**src/rtl/core/tkmac_pkg.sv**
```systemverilog
// shared types, constants and aes helpers for the two-key cbc-mac unit
`timescale 1ns / 1ps
package tkmac_pkg;

  localparam int BlkW = 128;
  localparam int CfgIdxW = 3;
  localparam int CfgDataW = 64;

  localparam logic [CfgIdxW-1:0] RegKeyFirstHi = 3'd0;
  localparam logic [CfgIdxW-1:0] RegKeyFirstLo = 3'd1;
  localparam logic [CfgIdxW-1:0] RegKeyFinalHi = 3'd2;
  localparam logic [CfgIdxW-1:0] RegKeyFinalLo = 3'd3;
  localparam logic [CfgIdxW-1:0] RegInitHi = 3'd4;
  localparam logic [CfgIdxW-1:0] RegInitLo = 3'd5;

  // classified work item handed from front to back
  typedef struct packed {
    logic [BlkW-1:0] data;
    logic            last;
  } work_t;

  localparam logic [7:0] Sbox [256] = '{
    8'h63,8'h7c,8'h77,8'h7b,8'hf2,8'h6b,8'h6f,8'hc5,8'h30,8'h01,8'h67,8'h2b,8'hfe,8'hd7,8'hab,8'h76,
    8'hca,8'h82,8'hc9,8'h7d,8'hfa,8'h59,8'h47,8'hf0,8'had,8'hd4,8'ha2,8'haf,8'h9c,8'ha4,8'h72,8'hc0,
    8'hb7,8'hfd,8'h93,8'h26,8'h36,8'h3f,8'hf7,8'hcc,8'h34,8'ha5,8'he5,8'hf1,8'h71,8'hd8,8'h31,8'h15,
    8'h04,8'hc7,8'h23,8'hc3,8'h18,8'h96,8'h05,8'h9a,8'h07,8'h12,8'h80,8'he2,8'heb,8'h27,8'hb2,8'h75,
    8'h09,8'h83,8'h2c,8'h1a,8'h1b,8'h6e,8'h5a,8'ha0,8'h52,8'h3b,8'hd6,8'hb3,8'h29,8'he3,8'h2f,8'h84,
    8'h53,8'hd1,8'h00,8'hed,8'h20,8'hfc,8'hb1,8'h5b,8'h6a,8'hcb,8'hbe,8'h39,8'h4a,8'h4c,8'h58,8'hcf,
    8'hd0,8'hef,8'haa,8'hfb,8'h43,8'h4d,8'h33,8'h85,8'h45,8'hf9,8'h02,8'h7f,8'h50,8'h3c,8'h9f,8'ha8,
    8'h51,8'ha3,8'h40,8'h8f,8'h92,8'h9d,8'h38,8'hf5,8'hbc,8'hb6,8'hda,8'h21,8'h10,8'hff,8'hf3,8'hd2,
    8'hcd,8'h0c,8'h13,8'hec,8'h5f,8'h97,8'h44,8'h17,8'hc4,8'ha7,8'h7e,8'h3d,8'h64,8'h5d,8'h19,8'h73,
    8'h60,8'h81,8'h4f,8'hdc,8'h22,8'h2a,8'h90,8'h88,8'h46,8'hee,8'hb8,8'h14,8'hde,8'h5e,8'h0b,8'hdb,
    8'he0,8'h32,8'h3a,8'h0a,8'h49,8'h06,8'h24,8'h5c,8'hc2,8'hd3,8'hac,8'h62,8'h91,8'h95,8'he4,8'h79,
    8'he7,8'hc8,8'h37,8'h6d,8'h8d,8'hd5,8'h4e,8'ha9,8'h6c,8'h56,8'hf4,8'hea,8'h65,8'h7a,8'hae,8'h08,
    8'hba,8'h78,8'h25,8'h2e,8'h1c,8'ha6,8'hb4,8'hc6,8'he8,8'hdd,8'h74,8'h1f,8'h4b,8'hbd,8'h8b,8'h8a,
    8'h70,8'h3e,8'hb5,8'h66,8'h48,8'h03,8'hf6,8'h0e,8'h61,8'h35,8'h57,8'hb9,8'h86,8'hc1,8'h1d,8'h9e,
    8'he1,8'hf8,8'h98,8'h11,8'h69,8'hd9,8'h8e,8'h94,8'h9b,8'h1e,8'h87,8'he9,8'hce,8'h55,8'h28,8'hdf,
    8'h8c,8'ha1,8'h89,8'h0d,8'hbf,8'he6,8'h42,8'h68,8'h41,8'h99,8'h2d,8'h0f,8'hb0,8'h54,8'hbb,8'h16
  };

  function automatic logic [7:0] xtime(input logic [7:0] a);
    xtime = {a[6:0], 1'b0} ^ (a[7] ? 8'h1b : 8'h00);
  endfunction

  // byte i of a 128-bit word, byte 0 most significant
  function automatic logic [7:0] byte_at(input logic [BlkW-1:0] w, input int i);
    byte_at = w[BlkW-1-8*i -: 8];
  endfunction

  // one round: subbytes, shiftrows, optional mixcolumns, add round key
  function automatic logic [BlkW-1:0] aes_round(input logic [BlkW-1:0] st,
                                                input logic [BlkW-1:0] rk,
                                                input logic            mix);
    logic [7:0] t [16];
    logic [7:0] a0, a1, a2, a3, al;
    logic [BlkW-1:0] res;
    for (int c = 0; c < 4; c++)
      for (int j = 0; j < 4; j++)
        t[c*4+j] = Sbox[byte_at(st, ((c + j) % 4) * 4 + j)];
    if (mix) begin
      for (int c = 0; c < 4; c++) begin
        a0 = t[c*4]; a1 = t[c*4+1]; a2 = t[c*4+2]; a3 = t[c*4+3];
        al = a0 ^ a1 ^ a2 ^ a3;
        t[c*4]   = a0 ^ al ^ xtime(a0 ^ a1);
        t[c*4+1] = a1 ^ al ^ xtime(a1 ^ a2);
        t[c*4+2] = a2 ^ al ^ xtime(a2 ^ a3);
        t[c*4+3] = a3 ^ al ^ xtime(a3 ^ a0);
      end
    end
    for (int i = 0; i < 16; i++)
      res[BlkW-1-8*i -: 8] = t[i];
    aes_round = res ^ rk;
  endfunction

  // next round key from the current one
  function automatic logic [BlkW-1:0] key_step(input logic [BlkW-1:0] k,
                                               input logic [7:0]      rcon);
    logic [31:0] w0, w1, w2, w3, tw;
    w0 = k[127:96]; w1 = k[95:64]; w2 = k[63:32]; w3 = k[31:0];
    tw = {Sbox[w3[23:16]] ^ rcon, Sbox[w3[15:8]], Sbox[w3[7:0]], Sbox[w3[31:24]]};
    w0 = w0 ^ tw;
    w1 = w1 ^ w0;
    w2 = w2 ^ w1;
    w3 = w3 ^ w2;
    key_step = {w0, w1, w2, w3};
  endfunction

endpackage

```
**src/rtl/core/tkmac_if.sv**
```systemverilog
// valid/ready channel interfaces for input blocks and mac results
`timescale 1ns / 1ps
interface tkmac_in_if;
  logic        valid;
  logic        ready;
  logic [63:0] block_hi;
  logic [63:0] block_lo;
  logic [4:0]  valid_bytes;
  logic        last_block;
  modport source (output valid, block_hi, block_lo, valid_bytes, last_block, input ready);
  modport sink (input valid, block_hi, block_lo, valid_bytes, last_block, output ready);
endinterface


```
**src/rtl/core/tkmac_front.sv**
```systemverilog
// front: masks the tail of a last block and queues classified items
`timescale 1ns / 1ps
module tkmac_front (
  input  logic                  clk,
  input  logic                  rst_n,
  tkmac_in_if.sink              in_ch,
  output tkmac_pkg::work_t      wk,
  output logic                  wk_valid,
  input  logic                  wk_take
);
  tkmac_pkg::work_t q_r [2];
  logic [1:0] cnt_r, cnt_nxt;
  logic       rd_r, wr_r;
  tkmac_pkg::work_t cls;
  logic [tkmac_pkg::BlkW-1:0] mask;
  logic push, pop;

  always_comb begin
    for (int i = 0; i < 16; i++)
      mask[tkmac_pkg::BlkW-1-8*i -: 8] =
        (!in_ch.last_block || in_ch.valid_bytes > 5'(i)) ? 8'hff : 8'h00;
    cls.data = {in_ch.block_hi, in_ch.block_lo} & mask;
    cls.last = in_ch.last_block;
  end

  assign in_ch.ready = (cnt_r != 2'd2);
  assign push = in_ch.valid && in_ch.ready;
  assign wk_valid = (cnt_r != 2'd0);
  assign pop = wk_valid && wk_take;
  assign wk = q_r[rd_r];
  assign cnt_nxt = cnt_r + {1'b0, push} - {1'b0, pop};

  always_ff @(posedge clk) begin
    if (!rst_n) begin
      cnt_r <= '0;
      rd_r  <= 1'b0;
      wr_r  <= 1'b0;
    end else begin
      cnt_r <= cnt_nxt;
      if (push) wr_r <= !wr_r;
      if (pop) rd_r <= !rd_r;
    end
    if (push) q_r[wr_r] <= cls;
  end
endmodule

```
**src/flat_wrapper.sv**
```systemverilog
// flat-port wrapper written by rule: the top's interface ports become plain ports
module tkmac_front_flat 
  (clk, rst_n, wk, wk_valid, wk_take, in_ch_valid, in_ch_block_hi, in_ch_block_lo, in_ch_valid_bytes, in_ch_last_block, in_ch_ready);
  tkmac_in_if in_ch_i ();
  input  logic clk;
  input  logic rst_n;
  output tkmac_pkg::work_t wk;
  output logic wk_valid;
  input  logic wk_take;
  input wire logic [$bits(in_ch_i.valid)-1:0] in_ch_valid;
  input wire logic [$bits(in_ch_i.block_hi)-1:0] in_ch_block_hi;
  input wire logic [$bits(in_ch_i.block_lo)-1:0] in_ch_block_lo;
  input wire logic [$bits(in_ch_i.valid_bytes)-1:0] in_ch_valid_bytes;
  input wire logic [$bits(in_ch_i.last_block)-1:0] in_ch_last_block;
  output wire logic [$bits(in_ch_i.ready)-1:0] in_ch_ready;
  assign in_ch_i.valid = in_ch_valid;
  assign in_ch_i.block_hi = in_ch_block_hi;
  assign in_ch_i.block_lo = in_ch_block_lo;
  assign in_ch_i.valid_bytes = in_ch_valid_bytes;
  assign in_ch_i.last_block = in_ch_last_block;
  assign in_ch_ready = in_ch_i.ready;
  tkmac_front u_core (.clk(clk), .rst_n(rst_n), .in_ch(in_ch_i), .wk(wk), .wk_valid(wk_valid), .wk_take(wk_take));
endmodule
```
**config.mk**
```make
export PLATFORM = sky130hd
export DESIGN_NAME = tkmac_front_flat
export DESIGN_NICKNAME = d
export VERILOG_FILES = /design/src/rtl/core/tkmac_pkg.sv /design/src/rtl/core/tkmac_if.sv /design/src/rtl/core/tkmac_front.sv /design/src/flat_wrapper.sv
export SDC_FILE = /design/constraint.sdc
export NUM_CORES = 1
export LEC_CHECK = 0
export BUFFER_PORTS_ARGS = -buffer_cell sky130_fd_sc_hd__buf_4
export CAP_MARGIN = 20
export CORE_ASPECT_RATIO = 1.75
export CORE_MARGIN = 2
export CORE_UTILIZATION = 40
export DETAILED_ROUTE_END_ITERATION = 8
export PLACE_DENSITY = 0.68
export SYNTH_ARGS = -nofsm -noshare
export SYNTH_HDL_FRONTEND = slang
export SYNTH_SLANG_ARGS = --single-unit
export TNS_END_PERCENT = 50
```
**constraint.sdc**
```tcl
create_clock -name clk -period 9.2 [get_ports clk]
set_input_delay 1.84 -clock clk [delete_from_list [all_inputs] [get_ports clk]]
set_output_delay 1.84 -clock clk [all_outputs]
set_load 0.005 [all_outputs]
```
==> impl_metrics.toml <==
[synthesis]
avgSynthCellArea_um2 = 17.9
synthCells = 588
syn_area_um2 = 10500
synth_seq_cells = 263
ys_types = 30
ys_seq_area_share_pct = 74.6
yosys.area.top_type = "edfxtp_1"
syn_nets = 728
yosys_warnings = 0
yosysTopAreaCellShare_pct = 73.7
yosys-top-cells-area = "edfxtp_1 74%, mux2_2 14%, and2_1 5.8%"

[sta]
tns_ns = 0
slew_headroom_pct = 34.2
fin_crit_sh_pct = 52.2
skew_ns = 0.00642
tightest_slew_ns = 0.987
rsz0062_at_grt = "no"
setup_violations = 0
hold_ws_ns = 0.530
slew_viol_final = 0
finalHoldViolCount = 0
fin_crit_ns = 4.80
fin_ws_ns = 4.40
max_freq_mhz = 208

[finish]
drive_above_1_share_pct = 50.7
fin_nets = 1007
diodes = 0
syn2layout_area_growth_pct = 30.2

[critical_path]
endpoint_kind = "output port"
arrival_ns = 2.96
required_ns = 7.36
ff2ff_setup_slack_ns = 6.26
crit_fanout = 68
critPathKind = "reg2out"
start_kind = "register"

[route]
first_iter_violations = 359
route.detailed.drc = 0
ant_nets = 0
vias = 5894
dr.pass1.iters = 4
wirelength_um = 24300
wl_per_cell_um = 20.2
viasPerCell = 4.90

[grt]
gr-total-overflow = 0
antenna_found_initial = 0
grt_pass1_wl_um = 34800
grt_start_max_net_pins = 69
grt_pass1_vias = 6160
gr-usage-all-layers_pct = 16.8

[clocking]
cts_buffers = 24
clkSinkCount = 263
cts_max_path_buffers = 3
ctsHoldBuffers = 0
path_clk_slew_ns = 0.06
cts_root_buf = "clkbuf_16"
htree_levels = 1
cts_tree = "done"
post_cts_resized = 0
clock_latency_ns = 0.52
cts_setup_buffers = 0

[place]
dp_worst_setup_slack_ns = 4.88
place.gp.congestion = 0.790
post-dp-hpwl_um = 16600
io_buffers = 268

[die]
die_y_um = 218
fp.dieArea_um2 = 27700
core-area_um2 = 25900
die_w_um = 127
floorplan.initialDensity_pct = 40.7
fp-row-count = 78
ioPinCount = 269

[power_and_ir_drop]
total_leakage_power_nw = 5.12
peakVddDrop_v = 0.000221
powerDensity_nw_per_um2 = 257

[min_path]
hold_class = "reg2reg"

[job]
drv_cap = 0

[run_status]
status = "finished clean"
metrics by stage:
| step | instances | area, um^2 | total power, mW | util (%) |
|---|---|---|---|---|
| final | 1203 | 13700 | 3.52 | 52.9 |
| after global routing | 1203 | 13700 | 3.66 | 52.9 |
| after CTS | 1203 | 13700 | 3.57 | 52.9 |
| after detailed placement | 1161 | 12900 | 2.54 | 49.8 |
| after global placement | 1161 | 12900 | 2.53 | 49.8 |
| after floorplan | 588 | 10500 | 2.08 | - |
final cells by class:
| class | instances | area, um^2 |
|---|---|---|
| clock buffer | 31 | 668 |
| multi-input combinational | 303 | 2580 |
| tap | 320 | 400 |
| inverter | 3 | 11.3 |
| timing repair buffer | 272 | 2040 |
| clock inverter | 11 | 139 |
| sequential | 263 | 7850 |
| fill | 2142 | 12200 |
per-layer routing:
metal | track usage, % | share of wire, %
met3 | 3.65 | 5.6
met4 | 7.55 | 3.9
met1 | 17.0 | 34
met5 | 0 | 0
met2 | 32.3 | 56
state kept, by name (all words and copies together) (netlist names), named ones only:
signal	flops
u_core.rd_r	1
u_core.q_r	258
u_core.wr_r	1
u_core.cnt_r	2
cell usage after synthesis (all sizes together):
library cell  count
nand4b            1
nor3b             1
dfxtp             5
or2               1
o21a              1
and3              2
xnor2             1
nand2            13
xor2              1
nor2              4
o21ai             5
nor2b            27
nor4b             1
buf              19
nand2b            2
o31ai             1
mux2            129
and2             99
edfxtp          258
nor3              1
ha                2
nand3             3
and2b             8
inv               3
final timing paths:
path | from | end | cells past startpoint
worst min register to register | u_core.rd_r | register | 2
worst max-delay path | register | wk[69] | 3
worst min-delay path | u_core.rd_r | register | 2
worst max register to register | u_core.cnt_r[0] | u_core.q_r[0][42] | 5
placed cells by master (no fill, tap or decap), types with 3 or more instances in the layout:
master / count
buf_4: 272
nor2b_1: 26
and2b_1: 8
mux2_2: 129
nor2_1: 4
dfxtp_1: 4
clkinvlp_4: 3
inv_1: 3
clkbuf_16: 25
nand2_1: 9
o21ai_0: 3
nand3_1: 3
and2_1: 98
clkbuf_1: 4
bufinv_16: 3
edfxtp_1: 258
kinds of logic (layout without fill, tap and decap cells):
logic type	count (synthesis)	count (layout)	synth area share, %
and+or+nand+nor	163	163	9.67
adders and majority gates	2	2	0.238
buffers and inverters	22	317	1.09
AOI/OAI and AO/OA	7	7	0.381
DFF	263	263	74.6
xor gates and xnor gates	2	2	0.167
muxes	129	129	13.8
critical path: stages (launching register included):
cell and delay, ns:
dfxtp_4 0.96, buf_4 0.80, mux2_2 0.45, buf_4 0.15
power breakdown:
part           leakage, nW  total [mW]  switching [mW]  internal [mW]
sequential            2.47        1.62          0.0850           1.53
combinational         2.27       0.879           0.372          0.506
clock                0.385        1.02           0.423          0.597
total                 5.12        3.52           0.881           2.63
Power figures use the tool's default switching activity.
